$ cat src/rtl/cit_link_mem.sv
// Tour successor memory: next city after each city in the closed tour.
`timescale 1ns / 1ps
`default_nettype none
module cit_link_mem #(
  parameter int DEPTH = 32,
  parameter int CW = 5
) (
  input  wire logic          clk,
  input  wire logic          we,
  input  wire logic [CW-1:0] waddr,
  input  wire logic [CW-1:0] wdata,
  input  wire logic [CW-1:0] raddr,
  output logic      [CW-1:0] rdata
);

  logic [CW-1:0] mem [DEPTH];

  // Write one link
  always_ff @(posedge clk) begin
    if (we) begin
      mem[waddr] <= wdata;
    end
  end

  // Registered read
  always_ff @(posedge clk) begin
    rdata <= mem[raddr];
  end

endmodule
`default_nettype wire

$ cat config.mk
export PLATFORM = sky130hd
export DESIGN_NAME = cit_link_mem
export DESIGN_NICKNAME = d
export VERILOG_FILES = /design/src/rtl/cit_link_mem.sv
export SDC_FILE = /design/constraint.sdc
export NUM_CORES = 1
export LEC_CHECK = 0
export ABC_AREA = 1
export BUFFER_PORTS_ARGS = -buffer_cell sky130_fd_sc_hd__buf_4
export CAP_MARGIN = 20
export CELL_PAD_IN_SITES_DETAIL_PLACEMENT = 0
export CELL_PAD_IN_SITES_GLOBAL_PLACEMENT = 2
export CORE_ASPECT_RATIO = 0.5
export CORE_UTILIZATION = 45
export CTS_CLUSTER_SIZE = 12
export DETAILED_ROUTE_END_ITERATION = 10
export PLACE_DENSITY = 0.95
export SYNTH_ARGS = -nofsm -noshare
export SYNTH_HDL_FRONTEND = slang
export SYNTH_SLANG_ARGS = --single-unit
$ cat constraint.sdc
create_clock -name clk -period 2 [get_ports clk]
set_input_delay 0.2 -clock clk [delete_from_list [all_inputs] [get_ports clk]]
set_output_delay 0.2 -clock clk [all_outputs]
set_load 0.05 [all_outputs]
==> impl_metrics.json <==
{
  "drt-total-wl_um": 15070,
  "die_h_um": 88.90,
  "worstMarginPinSlew_ns": 0.6045,
  "drv_slew": 0,
  "avgViaCountPerCell": 5.223,
  "ctsLongestPathBuffers": 2,
  "numCtsBuffers": 17,
  "top_level_ports": 22,
  "areaGrowthSynthToFinish_pct": 13.64,
  "finalHoldViolCount": 0,
  "dpl.hpwl_um": 9117,
  "drt_iter0_markers": 403,
  "clock_skew_ns": 0.009231,
  "pwr_density_cell_nw_per_um2": 1009,
  "setup.worst_path.start_class": "input port",
  "yosysSeqAreaShare": 0.7216,
  "syn_avg_cell_area_sq_um": 11.42,
  "dieArea_sq_um": 15630,
  "crit_fanout": 8,
  "fp.dieW_um": 175.8,
  "final_common_cell": "nand2_1",
  "synthSimpleGateAreaFrac": 0.2391,
  "portBuffers": 21,
  "leakagePower_nw": 2.866,
  "antenna_found_initial": 0,
  "status": "finished, final reports clean",
  "hp-class": "in -> reg",
  "drv_cap": 0,
  "fmax_mhz": 771.3,
  "finalCritPeriodShare": 0.6482,
  "drive_above_1_share": 0.1046,
  "synth_top_family_by_area": "simple AND/OR/NAND/NOR gates",
  "max-slew-margin-rel": 0.5970,
  "ir_worst_vdd_mv": 0.7008,
  "vias": 4330,
  "yosys.area_share.xor_xnor": 0,
  "grt_overflow": 0,
  "start_util": 0.4648,
  "yosys.area_share.adder": 0,
  "grt_pass1_wl_um": 22700,
  "cts_hold_buf": 0,
  "setup_violations": 0,
  "fin_nets": 635,
  "end_kind": "flip-flop",
  "drc": 0,
  "cts-resized-gates": 0,
  "insertion_delay_ns": 0.41,
  "ant_nets": 0,
  "rows": 31,
  "grt_max_degree": 81,
  "htreeDepth": 4,
  "grtUsageTotal": 0.2021,
  "layout_common_cells": "225 x nand2_1, 160 x edfxtp_1, 132 x nand3_1, 34 x buf_4, 32 x nor2_1",
  "clock_sinks": 165,
  "fin_tns_setup_ns": 0,
  "synth_compound_area_frac": 0,
  "root_buffer": "clkbuf_16",
  "rsz0062_at_grt": "no",
  "fin_ws_ns": 0.7035,
  "synth_nets": 612,
  "place_ws_ns": 0.3129,
  "grt_pass1_vias": 4149,
  "ys_ff_latch": 165,
  "critical_path_class": "in -> reg",
  "core_sq_um": 14620,
  "synthCells": 595,
  "cts_tree": "done",
  "synth.area.mux_share": 0,
  "antenna_cells": 0,
  "avgRoutedWirePerCell_um": 18.18,
  "synth_area_sq_um": 6797,
  "post_cts_buffers": 0,
  "critical_path_required_ns": 2.06,
  "clk_pin_slew_ns": 0.06,
  "gp_congestion": 0.7759,
  "ys_types": 15,
  "dr.pass1.iters": 5,
  "cp_data_arrival_time_ns": 1.35,
  "period_needed_ns": 1.296,
  "ys_warn_count": 0
}
==> cell usage after synthesis, drive strengths merged <==
cell type  number  share of area
nand2         225           0.12
clkinv          1        0.00055
dfxtp           5          0.015
inv             9         0.0057
edfxtp        160           0.71
clkbuf          3         0.0018
buf            28          0.031
nand3         132          0.097
nor2           32          0.018
==> flip-flops by register name, summed over array words and instances (netlist names) <==
signal  cells
mem       160
rdata       5
==> final cells by class <==
class	instances	area [sq um]
clock buffer	23	478.0
clock inverter	9	150.1
fill	1246	6899
inverter	10	42.54
multi-input combinational	389	1625
sequential	165	4905
tap	198	247.7
timing repair buffer	35	275.3
==> report_power, final <==
group | internal, W | total [W] | switching (W)
Combinational | 0.000141 | 0.000517 | 0.000377
Sequential | 0.00384 | 0.00386 | 0.0000136
Clock | 0.00218 | 0.00342 | 0.00124
Total | 0.00617 | 0.00780 | 0.00163
==> stage by stage <==
step	area (sq um)	total power [W]	hold WS (ns)	util	std cells
after global placement	7096	0.004443	0.4796	0.4852	797
after CTS	7724	0.007813	0.05549	0.5282	829
after global routing	7724	0.007999	0.06487	0.5282	829
after floorplan	6797	0.004249	0.2989	-	595
final	7724	0.007796	0.06158	0.5282	829
after detailed placement	7096	0.004444	0.4776	0.4852	797
==> routing by layer <==
| layer | global-route usage | up-vias | wire length, um |
|---|---|---|---|
| met4 | 0.06640 | 0 | 146 |
| met3 | 0.03614 | 16 | 870 |
| met1 | 0.2839 | 2088 | 7132 |
| met5 | 0 | - | 0 |
| met2 | 0.3241 | 125 | 6921 |
| li1 | - | 2101 | - |
==> worst max-delay path, stage by stage <==
cell     delay, ns
buf_4         0.12
inv_1         0.06
nand3_1       0.43
nor2_1        0.54
==> worst paths after layout <==
path	end	cells past startpoint	slack, ns	startpoint
worst max-delay path	mem[20][2]	4	0.70	waddr[0]
worst min-delay path	rdata[3]	3	0.06	raddr[4]
worst max register to register	rdata[0]	8	0.89	mem[25][0]
worst min register to register	rdata[4]	8	0.75	mem[2][4]
==> cell families (layout without fill, tap and decap cells) <==
logic type             count (synthesis)  in the layout
buffers and inverters                 41             77
flip-flops                           165            165
AND/OR/NAND/NOR                      389            389
(Power assumes the default switching activity.)
