==> config.mk <==
export PLATFORM = sky130hd
export DESIGN_NAME = cit_cost_unit
export DESIGN_NICKNAME = d
export VERILOG_FILES = /design/src/rtl/cit_pkg.sv /design/src/rtl/cit_cost_unit.sv
export SDC_FILE = /design/constraint.sdc
export NUM_CORES = 1
export LEC_CHECK = 0
export BUFFER_PORTS_ARGS = -buffer_cell sky130_fd_sc_hd__buf_2
export CAP_MARGIN = 40
export CELL_PAD_IN_SITES_DETAIL_PLACEMENT = 1
export CELL_PAD_IN_SITES_GLOBAL_PLACEMENT = 1
export CORE_MARGIN = 4
export CORE_UTILIZATION = 52
export DETAILED_ROUTE_END_ITERATION = 8
export PLACE_DENSITY_LB_ADDON = 0.08
export SYNTH_ARGS = -nofsm -noshare
export SYNTH_HDL_FRONTEND = slang
export SYNTH_SLANG_ARGS = --single-unit
export TNS_END_PERCENT = 100
==> constraint.sdc <==
create_clock -name clk -period 16 [get_ports clk]
set_input_delay 3.2 -clock clk [delete_from_list [all_inputs] [get_ports clk]]
set_output_delay 3.2 -clock clk [all_outputs]
set_load 0.03 [all_outputs]
==> src/rtl/cit_pkg.sv <==
// Shared types, widths and operation codes for the cheapest insertion tour unit.
`timescale 1ns / 1ps
`default_nettype none
package cit_pkg;

  // Field widths fixed by the interface
  localparam int MAX_CITIES_DEF = 32;
  localparam int CITY_W = 5;
  localparam int POS_W = 6;
  localparam int CC_W = 6;
  localparam int DIST_W = 32;
  // Signed cost d[a][c] + d[c][b] - d[a][b] spans -(2^32 - 1) .. 2^33 - 2
  localparam int COST_W = DIST_W + 2;
  localparam logic [CC_W-1:0] CC_RESET = 6'd32;

  // Input item mode codes
  localparam logic MODE_LOAD = 1'b0;
  localparam logic MODE_RUN = 1'b1;

  // Operations of the shared cost unit
  typedef enum logic [2:0] {
    OP_NONE  = 3'd0,
    OP_CLEAR = 3'd1,
    OP_LOAD  = 3'd2,
    OP_ADD   = 3'd3,
    OP_EVAL  = 3'd4
  } cit_op_t;

  typedef struct packed {
    logic              mode;
    logic [4:0]        row;
    logic [4:0]        col;
    logic [DIST_W-1:0] distance;
  } cit_in_t;

  typedef struct packed {
    logic [POS_W-1:0]  position;
    logic [CITY_W-1:0] city;
    logic              last;
  } cit_out_t;

endpackage
`default_nettype wire

==> src/rtl/cit_cost_unit.sv <==
// Shared insertion cost accumulator with running minimum.
`timescale 1ns / 1ps
`default_nettype none
module cit_cost_unit
  import cit_pkg::*;
(
  input  wire logic              clk,
  input  wire logic              rst,
  input  wire cit_op_t           op,
  input  wire logic [DIST_W-1:0] dist_val,
  output logic                   better
);

  logic signed [COST_W-1:0] acc;
  logic signed [COST_W-1:0] best;
  logic signed [COST_W-1:0] dext;
  logic signed [COST_W-1:0] cost;
  logic                     found;

  // Accumulate distances, and subtract the closing edge for the final cost
  assign dext = $signed({2'b00, dist_val});
  assign cost = acc - dext;
  assign better = (op == OP_EVAL) && (!found || (cost < best));

  // Accumulator and best cost
  always_ff @(posedge clk) begin
    case (op)
      OP_LOAD: acc <= dext;
      OP_ADD:  acc <= acc + dext;
      default: acc <= acc;
    endcase
    if (better) begin
      best <= cost;
    end
  end

  // Track whether a candidate has been seen this round
  always_ff @(posedge clk) begin
    if (rst) begin
      found <= 1'b0;
    end else begin
      case (op)
        OP_CLEAR: found <= 1'b0;
        OP_EVAL:  found <= 1'b1;
        default:  found <= found;
      endcase
    end
  end

`ifndef NO_ASSERTIONS
  a_eval_sets_found: assert property (@(posedge clk) disable iff (rst)
    (op == OP_EVAL) |=> found)
    else $error("cost unit: found not set after an evaluation");
  a_clear_drops_found: assert property (@(posedge clk) disable iff (rst)
    (op == OP_CLEAR) |=> !found)
    else $error("cost unit: found still set after a clear");
  a_best_tracks: assert property (@(posedge clk) disable iff (rst)
    better |=> (best == $past(cost)))
    else $error("cost unit: best cost not updated on a better candidate");
`endif

endmodule
`default_nettype wire

==> results.yml, run 1 <==
power_and_ir_drop:
  peakVddDrop_v: 0.0000446
  p_per_area_nw_per_um2: 85.8
  leakagePower_nw: 3.44
die:
  rows: 43
  core_um2: 13900
  fp.dieW_um: 127
  ios: 38
  dieHeight_um: 127
  dieArea_um2: 16200
  start_util_pct: 53.2
sta:
  final-setup-viol-count: 0
  finalHoldViolations: 0
  maxSlewViolCount: 0
  clock.fmax_mhz: 90.2
  maxSlewHeadroom_pct: 50.1
  finalSetupTns_ps: 0
  finalWorstPathRequiredPeriod_ps: 11080
  period_share_pct: 69.3
  worstMarginPinSlew_ps: 742
  fin_worst_skew_ps: 6.60
  rsz0062_at_grt: "false"
setup_path:
  worst_setup_path_end_kind: "output port"
  slowest_delay_ps: 700
  worst_path_max_delay_cell: "o41ai_2"
  crit_chain: "buf_2 -> inv_1 -> ha_1 -> nand2_1 -> a211o_1 -> a21oi_2 -> a31oi_1 -> o41ai_2 -> a221oi_1 -> xnor2_1 -> ha_1 -> a21o_1 -> a21o_1 -> a21oi_1 -> o21ai_0 -> nand3_1 -> nand3_1 -> nor3_2 -> buf_4 -> buf_2"
  cp_max_fo: 11
  worstPathArrival_ps: 7880
  start_kind: "input port"
  worstPathRequired_ps: 12800
  crit_type: "input port to output port"
cts:
  cts.sinks: 69
  cts_setup_buffers: 0
  htreeDepth: 3
  clk_pin_slew_ps: 60
  cts-resized-gates: 0
  clock_path_buffers: 2
  tritoncts: "built"
  cts_buffers: 9
  cts-root-buf: "clkbuf_16"
  hold_buffers: 0
  clk_latency_ps: 350
detailed_routing:
  first_pass_iters: 5
  vias_per_cell: 6.28
  postRouteAntennaNets: 0
  wl_per_cell_um: 21.3
  num_vias: 6698
  initialDrtViolationCount: 520
  wl_um: 22700
  drc: 0
finish:
  nNetsFinal: 1017
  nFillCells: 1701
  drive_above_1_share_pct: 9.37
  final_util_pct: 57.3
  syn_to_final_growth_pct: 7.74
  diodes: 0
placement:
  place_hpwl_um: 17600
  port_buffers: 37
  gp_congestion: 0.956
global_routing:
  antenna_found_initial: 0
  first_global_vias: 7023
  grt_pass1_wl_um: 36700
  grt_usage_pct: 28.3
  grt_max_degree: 42
  overflow: 0
logic_synthesis:
  synth_cell_types: 70
  yosys_warnings: 0
  syn-num-nets: 997
  avgSynthCellArea_um2: 8.60
  syn-cell-area_um2: 7410
  synth-seq-area-share_pct: 27.8
  ys_ff_latch: 69
  synth_cells: 861
  ys.flop_type: "edfxtp_1"
  synth_edf_count: 68
  async_flop_share_pct: 0
outcome:
  run_status: "completed"
run:
  maxCapViolCount: 0
worst_hold_path:
  hp-class: "flop to flop"
## flip-flops by register name, summed over array words and instances (netlist names)
signal / flops
best: 34
found: 1
acc: 34
## routing by layer
metal / vias to the layer above / global-route usage (%) / wire [µm] / part of all wire (%)
met5: - / 0 / 0 / 0
met3: 37 / 3.01 / 861 / 3.8
met4: 0 / 8.83 / 507 / 2.2
li1: 3155 / - / - / -
met2: 180 / 46.8 / 10700 / 47
met1: 3326 / 39.1 / 10700 / 47
## layout make-up
| type | instances | area, µm² | area share [%] |
|---|---|---|---|
| Clock buffer | 10 | 229 | 2.87 |
| Multi-Input combinational cell | 650 | 4730 | 59.3 |
| Clock inverter | 6 | 86.3 | 1.08 |
| Timing Repair Buffer | 43 | 243 | 3.04 |
| Sequential cell | 69 | 2060 | 25.8 |
| Inverter | 108 | 405 | 5.08 |
| Tap cell | 180 | 225 | 2.82 |
## Yosys cell counts, types with 3 or more instances
library cell | number | share of area (%)
a2111oi_0 | 3 | 0.35
a2111oi_4 | 3 | 1.1
a211o_1 | 4 | 0.47
a211oi_1 | 11 | 1.1
a21boi_0 | 6 | 0.61
a21o_1 | 19 | 1.9
a21oi_1 | 73 | 4.9
a221oi_1 | 4 | 0.47
a31oi_1 | 11 | 0.93
and3_1 | 3 | 0.25
clkbuf_1 | 21 | 1.1
clkbuf_8 | 8 | 1.5
edfxtp_1 | 68 | 28
ha_1 | 97 | 16
inv_1 | 107 | 5.4
mux2i_1 | 6 | 0.81
nand2_1 | 62 | 3.1
nand2b_1 | 10 | 0.84
nand3_1 | 13 | 0.88
nand4_1 | 13 | 1.1
nor2_1 | 53 | 2.7
nor2b_1 | 10 | 0.84
nor3_1 | 19 | 1.3
nor3b_1 | 3 | 0.30
nor4_1 | 13 | 1.1
o2111ai_1 | 6 | 0.71
o211ai_1 | 13 | 1.3
o21a_1 | 6 | 0.61
o21ai_0 | 63 | 4.3
o21bai_1 | 14 | 1.4
o221ai_1 | 6 | 0.71
o31a_1 | 4 | 0.47
o31ai_1 | 14 | 1.4
xnor2_1 | 44 | 5.2
xor2_1 | 6 | 0.71
## report_power, final
group          internal, mW  switching (mW)
clock                 0.137          0.0865
sequential            0.214         0.00454
combinational        0.0886           0.154
total                 0.440           0.245
## logic make-up (layout without fill, tap and decap cells)
| kind of cell | count (synthesis) | in the layout | share of synthesized area, % |
|---|---|---|---|
| compound gates | 280 | 280 | 25.7 |
| buf+inv | 142 | 167 | 8.51 |
| fa+ha+maj | 99 | 99 | 16.9 |
| mux | 7 | 7 | 0.963 |
| simple gates | 214 | 214 | 14.2 |
| xor+xnor | 50 | 50 | 5.91 |
| flops | 69 | 69 | 27.8 |
## cells in the final DEF (no fill, tap or decap), types with 4 or more instances in the layout
cell,instances
o2111ai_1,6
a211o_1,4
nand4_1,13
ha_1,97
a21o_1,19
o31ai_1,14
o221ai_1,6
o211ai_1,13
nor2_1,53
xor2_1,6
nor4_1,13
nand2b_1,10
buf_4,5
nor2b_1,9
nand2_1,61
edfxtp_1,68
o21bai_1,14
o21a_1,6
o31a_1,4
a221oi_1,4
clkbuf_16,9
nor3_1,18
inv_1,107
xnor2_1,44
a211oi_1,11
nand3_1,13
a21boi_0,6
a21oi_1,73
buf_2,37
mux2i_1,6
o21ai_0,63
a31oi_1,11
## worst paths after layout
| path | cells after the start | end | slack (ps) | start |
|---|---|---|---|---|
| max | 20 | better | 4920 | dist_val[5] |
| min reg2reg | 2 | found | 540 | found |
| max reg2reg | 17 | best[10] | 10790 | acc[5] |
| min | 2 | found | 540 | found |
## critical path, delay by kind of cell
family                   cells  cell delay (ps)
XOR/XNOR                     1              360
adder cells (fa/ha/maj)      2              850
AND/OR/NAND/NOR              4              520
buffers and inverters        4              600
AO/OA/AOI/OAI                9             2330
## stage by stage
step                      worst slack [ps]  cells  hold slack, ps  total power [mW]  area, µm²
final                                 4920   1066             536             0.685       7980
after global routing                  4580   1066             550             0.720       7980
after CTS                             4990   1066             531             0.682       7980
after detailed placement              5000   1050             519             0.458       7660
after global placement                5170   1049             500             0.444       7640
after floorplan                       3770    861             475             0.393       7410
(Power assumes the default switching activity.)
==> run 2, diff against run 1 <==
--- a/config.mk
+++ b/config.mk
@@ -5,12 +5,13 @@
 export SDC_FILE = /design/constraint.sdc
 export NUM_CORES = 1
 export LEC_CHECK = 0
+export ABC_AREA = 1
 export BUFFER_PORTS_ARGS = -buffer_cell sky130_fd_sc_hd__buf_2
 export CAP_MARGIN = 40
 export CELL_PAD_IN_SITES_DETAIL_PLACEMENT = 1
 export CELL_PAD_IN_SITES_GLOBAL_PLACEMENT = 1
 export CORE_MARGIN = 4
-export CORE_UTILIZATION = 52
+export CORE_UTILIZATION = 46
 export DETAILED_ROUTE_END_ITERATION = 8
 export PLACE_DENSITY_LB_ADDON = 0.08
 export SYNTH_ARGS = -nofsm -noshare
==> constraint.sdc (replaced) <==
create_clock -name clk -period 10.8 [get_ports clk]
set_input_delay 2.16 -clock clk [delete_from_list [all_inputs] [get_ports clk]]
set_output_delay 2.16 -clock clk [all_outputs]
set_load 0.03 [all_outputs]
==> run 2 against run 1 <==
Net effect: non-clock buffer count fell by 2; register-to-register slack got worse by 4300 ps; worst setup slack got worse by 2400 ps; final area rose by 11%; utilization fell by 6.5 points; sequential share of layout area fell by 2.5 points; sequential power rose by 47%; global-route usage fell by 0.67 points; area after synthesis rose by 11%; cell count rose by 39%.
==> results.yml, run 2 <==
sta:
  maxSlewViolCount: 0
  finalWorstPathRequiredPeriod_ps: 8270
  fin_worst_skew_ps: 15.6
  finalSetupTns_ps: 0
  finalHoldViolations: 0
  period_share_pct: 76.6
  rsz0062_at_grt: "false"
  final-setup-viol-count: 0
  clock.fmax_mhz: 121
  maxSlewHeadroom_pct: 59.4
  hold_ws_ps: 502
  worstMarginPinSlew_ps: 610
  fin_ws_ps: 2530
cts:
  cts-root-buf: "clkbuf_16"
  htreeDepth: 3
  cts_setup_buffers: 0
  cts-resized-gates: 0
  cts_buffers: 9
  cts.sinks: 69
  hold_buffers: 0
  clk_pin_slew_ps: 50
  tritoncts: "built"
  clock_path_buffers: 2
  clk_latency_ps: 350
setup_path:
  worst-path-stages: 26
  cp_top_family: "simple AND/OR/NAND/NOR gates"
  worst_setup_path_end_kind: "output port"
  worstPathArrival_ps: 6110
  start_kind: "input port"
  slowest_delay_ps: 440
  crit_type: "input port to output port"
  worstPathRequired_ps: 8640
  critPathBufInv: 5
  cp_common_cell: "nand2_1"
  worst_path_max_delay_cell: "ha_1"
  r2r_cells: 28
  cp_max_fo: 35
global_routing:
  grtUsageMet3_pct: 2.49
  grt_usage_pct: 27.7
  first_global_vias: 8383
  use_met1_pct: 38.3
  use_met2_pct: 46.4
  grt_pass1_wl_um: 43500
  antenna_found_initial: 0
  grt_max_degree: 40
  grt_busiest_layer: "met2"
  overflow: 0
finish:
  mostFrequentLayoutCell: "nand2_1"
  syn_to_final_growth_pct: 7.69
  reg.largest.list: "acc (34), best (34), found (1)"
  nNetsFinal: 1391
  drive_above_1_share_pct: 9.69
  nFillCells: 2378
  diodes: 0
  final_cell_mix: "nand2_1, inv_1, nor2_1, ha_1, a21oi_1"
  multiInputGateArea_um2: 5140
  finalInstanceArea_um2: 8840
  ff_latch_area_um2: 2060
  final_util_pct: 50.8
logic_synthesis:
  yosys.area.top_type: "edfxtp_1"
  synth_cells: 1230
  synth_cell_types: 45
  synth.most_common_cell: "nand2_1"
  syn-num-nets: 1366
  synth_area_leaders: "edfxtp_1, nand2_1, ha_1, inv_1, nor2_1"
  synth_edf_count: 68
  avgSynthCellArea_um2: 6.68
  netlist.area_leader.share_pct: 24.9
  yosys_warnings: 0
  ys.flop_type: "edfxtp_1"
  synth-seq-area-share_pct: 25.1
  ys_ff_latch: 69
  synth_common_cells: "nand2_1, inv_1, nor2_1"
  syn-cell-area_um2: 8210
  async_flop_share_pct: 0
detailed_routing:
  wl_um: 26900
  first_pass_iters: 5
  initialDrtViolationCount: 492
  num_vias: 8131
  drc: 0
  vias_per_cell: 5.48
  wl_per_cell_um: 18.2
  postRouteAntennaNets: 0
placement:
  place_hpwl_um: 22300
  dp_slack_ps: 2560
  dpl-instance-area_um2: 8540
  port_buffers: 37
  gp_congestion: 0.908
die:
  core_um2: 17400
  start_util_pct: 47.1
  rows: 48
  dieHeight_um: 142
  dieArea_um2: 20100
  ios: 38
  fp.dieW_um: 142
power_and_ir_drop:
  p_per_area_nw_per_um2: 115
  leakagePower_nw: 4.54
  peakVddDrop_v: 0.0000760
outcome:
  run_status: "completed"
worst_hold_path:
  hp-class: "flop to flop"
  hold_path_depth: 2
run:
  maxCapViolCount: 0
## run 2: changes by cell type in the layout (fill, tap and decap cells not counted), sizes merged, moves of 14 or more
cell	change
a21o	-16
o31ai	-15
nand3	+66
nor2	+83
inv	+116
a21oi	+14
nand2	+290
xnor2	-44
xor2	+20
## run 2: layout make-up
cell class / count / share of cell area (%)
multi-input cells: 910 / 58.1
flip-flops and latches: 69 / 23.3
inverters: 224 / 9.54
well taps: 225 / 3.18
clock buffers: 10 / 2.59
repair buffers: 41 / 2.43
clock inverters: 5 / 0.863
## run 2: worst reg2reg max path: cells and delay by family (launching register included)
| family | cells | cell delay [ps] |
|---|---|---|
| AOI/OAI and AO/OA | 2 | 460 |
| buffers and inverters | 4 | 600 |
| adders and majority gates | 3 | 860 |
| and+or+nand+nor | 19 | 1610 |
| DFF | 1 | 400 |
## run 2: logic make-up (layout without fill, tap and decap cells)
kind of cell    count (synthesis)  after routing  share of synthesized area (%)
flops                          69             69                           25.1
buf+inv                       251            280                           12.4
xor+xnor                       26             26                           2.77
simple gates                  605            605                           31.4
fa+ha+maj                      99             99                           15.3
compound gates                180            180                           13.0
## run 2: worst paths after layout
kind | from | end | slack (ps)
worst min register to register | found | found | 500
worst max register to register | acc[0] | best[16] | 6490
worst min-delay path | found | found | 500
worst max-delay path | dist_val[24] | better | 2530
## run 2: power by group
group          internal (mW)  switching, mW  total (mW)  leakage, nW
Sequential             0.316        0.00562       0.322        0.641
Combinational          0.119          0.254       0.373         3.75
Clock                  0.200          0.123       0.323        0.146
## run 2: layer usage
metal,wire (µm),vias to the layer above,share of wire [%]
met5,0,-,0
met4,542,0,2.0
met3,1150,38,4.2
met2,12500,180,46
met1,12700,3925,47
li1,-,3988,-
## run 2: per-stage QoR
step,total power [mW],cells
2_1_floorplan,0.590,1230
3_3_place_gp,0.683,1469
3_5_place_dp,0.696,1469
4_1_cts,1.02,1484
5_1_grt,1.09,1484
6_report,1.02,1484
==> run 3, diff against run 2 <==
==> constraint.sdc (replaced) <==
create_clock -name clk -period 8.1 [get_ports clk]
set_input_delay 1.62 -clock clk [delete_from_list [all_inputs] [get_ports clk]]
set_output_delay 1.62 -clock clk [all_outputs]
set_load 0.03 [all_outputs]
==> run 3 against run 2 <==
Net effect: via count is 1.9% lower; largest cell class unchanged; final area up 0.30%; die area is the same; sequential share of layout area shrank 0.069 points.
==> results.yml, run 3 (synthesis results as in run 2) <==
sta:
  clock.fmax_mhz: 149
  final-setup-viol-count: 0
  period_share_pct: 82.8
  finalWorstPathRequiredPeriod_ps: 6710
  finalSetupTns_ps: 0
  maxSlewHeadroom_pct: 46.9
  worstMarginPinSlew_ps: 796
  fin_worst_skew_ps: 9.63
  maxSlewViolCount: 0
  rsz0062_at_grt: "false"
  finalHoldViolations: 0
cts:
  cts_buffers: 9
  cts-root-buf: "clkbuf_16"
  cts_setup_buffers: 0
  clk_pin_slew_ps: 50
  tritoncts: "built"
  hold_buffers: 0
  clock_path_buffers: 2
  htreeDepth: 3
  clk_latency_ps: 350
  cts-resized-gates: 0
  cts.sinks: 69
die:
  dieArea_um2: 20100
  ios: 38
  core_um2: 17400
  start_util_pct: 47.1
  fp.dieW_um: 142
  dieHeight_um: 142
  rows: 48
finish:
  final_cell_mix: "nand2_1, inv_1, nor2_1, ha_1, a21oi_1"
  drive_above_1_share_pct: 9.68
  diodes: 0
  mostFrequentLayoutCell: "nand2_1"
  reg.largest.list: "acc (34), best (34), found (1)"
  nFillCells: 2382
  finalInstanceArea_um2: 8870
  syn_to_final_growth_pct: 8.01
  nNetsFinal: 1391
setup_path:
  worst_setup_path_end_kind: "output port"
  worstPathRequired_ps: 6480
  crit_type: "input port to output port"
  cp_max_fo: 7
  worstPathArrival_ps: 5090
  reg2reg_slack_ps: 3770
  start_kind: "input port"
detailed_routing:
  drc: 0
  wl_per_cell_um: 18.0
  num_vias: 7976
  initialDrtViolationCount: 521
  vias_per_cell: 5.37
  wl_um: 26800
  first_pass_iters: 5
  postRouteAntennaNets: 0
global_routing:
  antenna_found_initial: 0
  overflow: 0
  grt_pass1_wl_um: 42300
  grt_max_degree: 36
  grt_usage_pct: 27.0
  first_global_vias: 8209
run:
  maxCapViolCount: 0
power_and_ir_drop:
  p_per_area_nw_per_um2: 157
  peakVddDrop_v: 0.0000993
  leakagePower_nw: 4.56
placement:
  gp_congestion: 0.906
  dpl-instance-area_um2: 8540
  port_buffers: 37
  place_hpwl_um: 22300
worst_hold_path:
  hp-class: "flop to flop"
outcome:
  run_status: "completed"
## run 3: cell count changes in the layout (fill, tap and decap cells not counted)
cell        previous run  this run
clkbuf_1               1         2
bufinv_16              2         3
clkinvlp_4             1         0
## run 3: routing by layer
metal	wire (µm)	vias to the layer above	GRT usage, %	part of all wire (%)
met5	0	-	0	0
met4	625	0	7.58	2.3
met3	1030	39	2.16	3.9
met2	12400	166	45.2	46
met1	12700	3800	37.6	48
li1	-	3971	-	-
## run 3: path summary, 6_finish.rpt
path                     start  endpoint  cells past startpoint
setup / recovery  dist_val[24]    better                     25
hold / removal           found     found                      2
setup reg to reg        acc[0]  best[31]                     28
hold reg to reg          found     found                      2
## run 3: report_power, final
group	internal, mW	switching [mW]	total, mW
Combinational	0.158	0.337	0.495
Clock	0.300	0.166	0.466
Sequential	0.422	0.00768	0.430
Total	0.880	0.511	1.39
## run 3: critical path: stages
cell and delay, ps:
buf_2 110, inv_1 40, ha_1 450, a21oi_1 310
a21boi_1 280, a21boi_2 250, nor2_1 60, nor2_1 160
nand2_1 90, nand2_1 60, nand2_1 70, ha_1 390
nand2_1 80, nor2_1 140, nand2_1 90, nor2_1 140
nand3_1 90, nand2_1 60, nor2_1 50, nand2_1 60
nand2_1 40, nand3_1 60, nand2_1 50, inv_1 110
buf_2 210
## run 3: area by class of cell
cell class / count / area, µm² / area share [%]
multi-input combinational: 910 / 5140 / 57.9
sequential: 69 / 2060 / 23.2
inverter: 224 / 843 / 9.51
tap: 225 / 282 / 3.17
clock buffer: 11 / 233 / 2.62
timing repair buffer: 41 / 215 / 2.43
clock inverter: 5 / 98.8 / 1.11
## run 3: stage by stage
step | hold WS, ps | cells | setup slack [ps] | total power, mW | util (%)
finish | 510 | 1485 | 1390 | 1.39 | 50.9
global route | 565 | 1485 | 1020 | 1.47 | 50.9
detailed placement | 501 | 1469 | 1410 | 0.927 | 49.0
global placement | 498 | 1469 | 1480 | 0.911 | 49.0
floorplan | 461 | 1230 | 1620 | 0.787 | -
CTS | 513 | 1485 | 1370 | 1.39 | 50.9
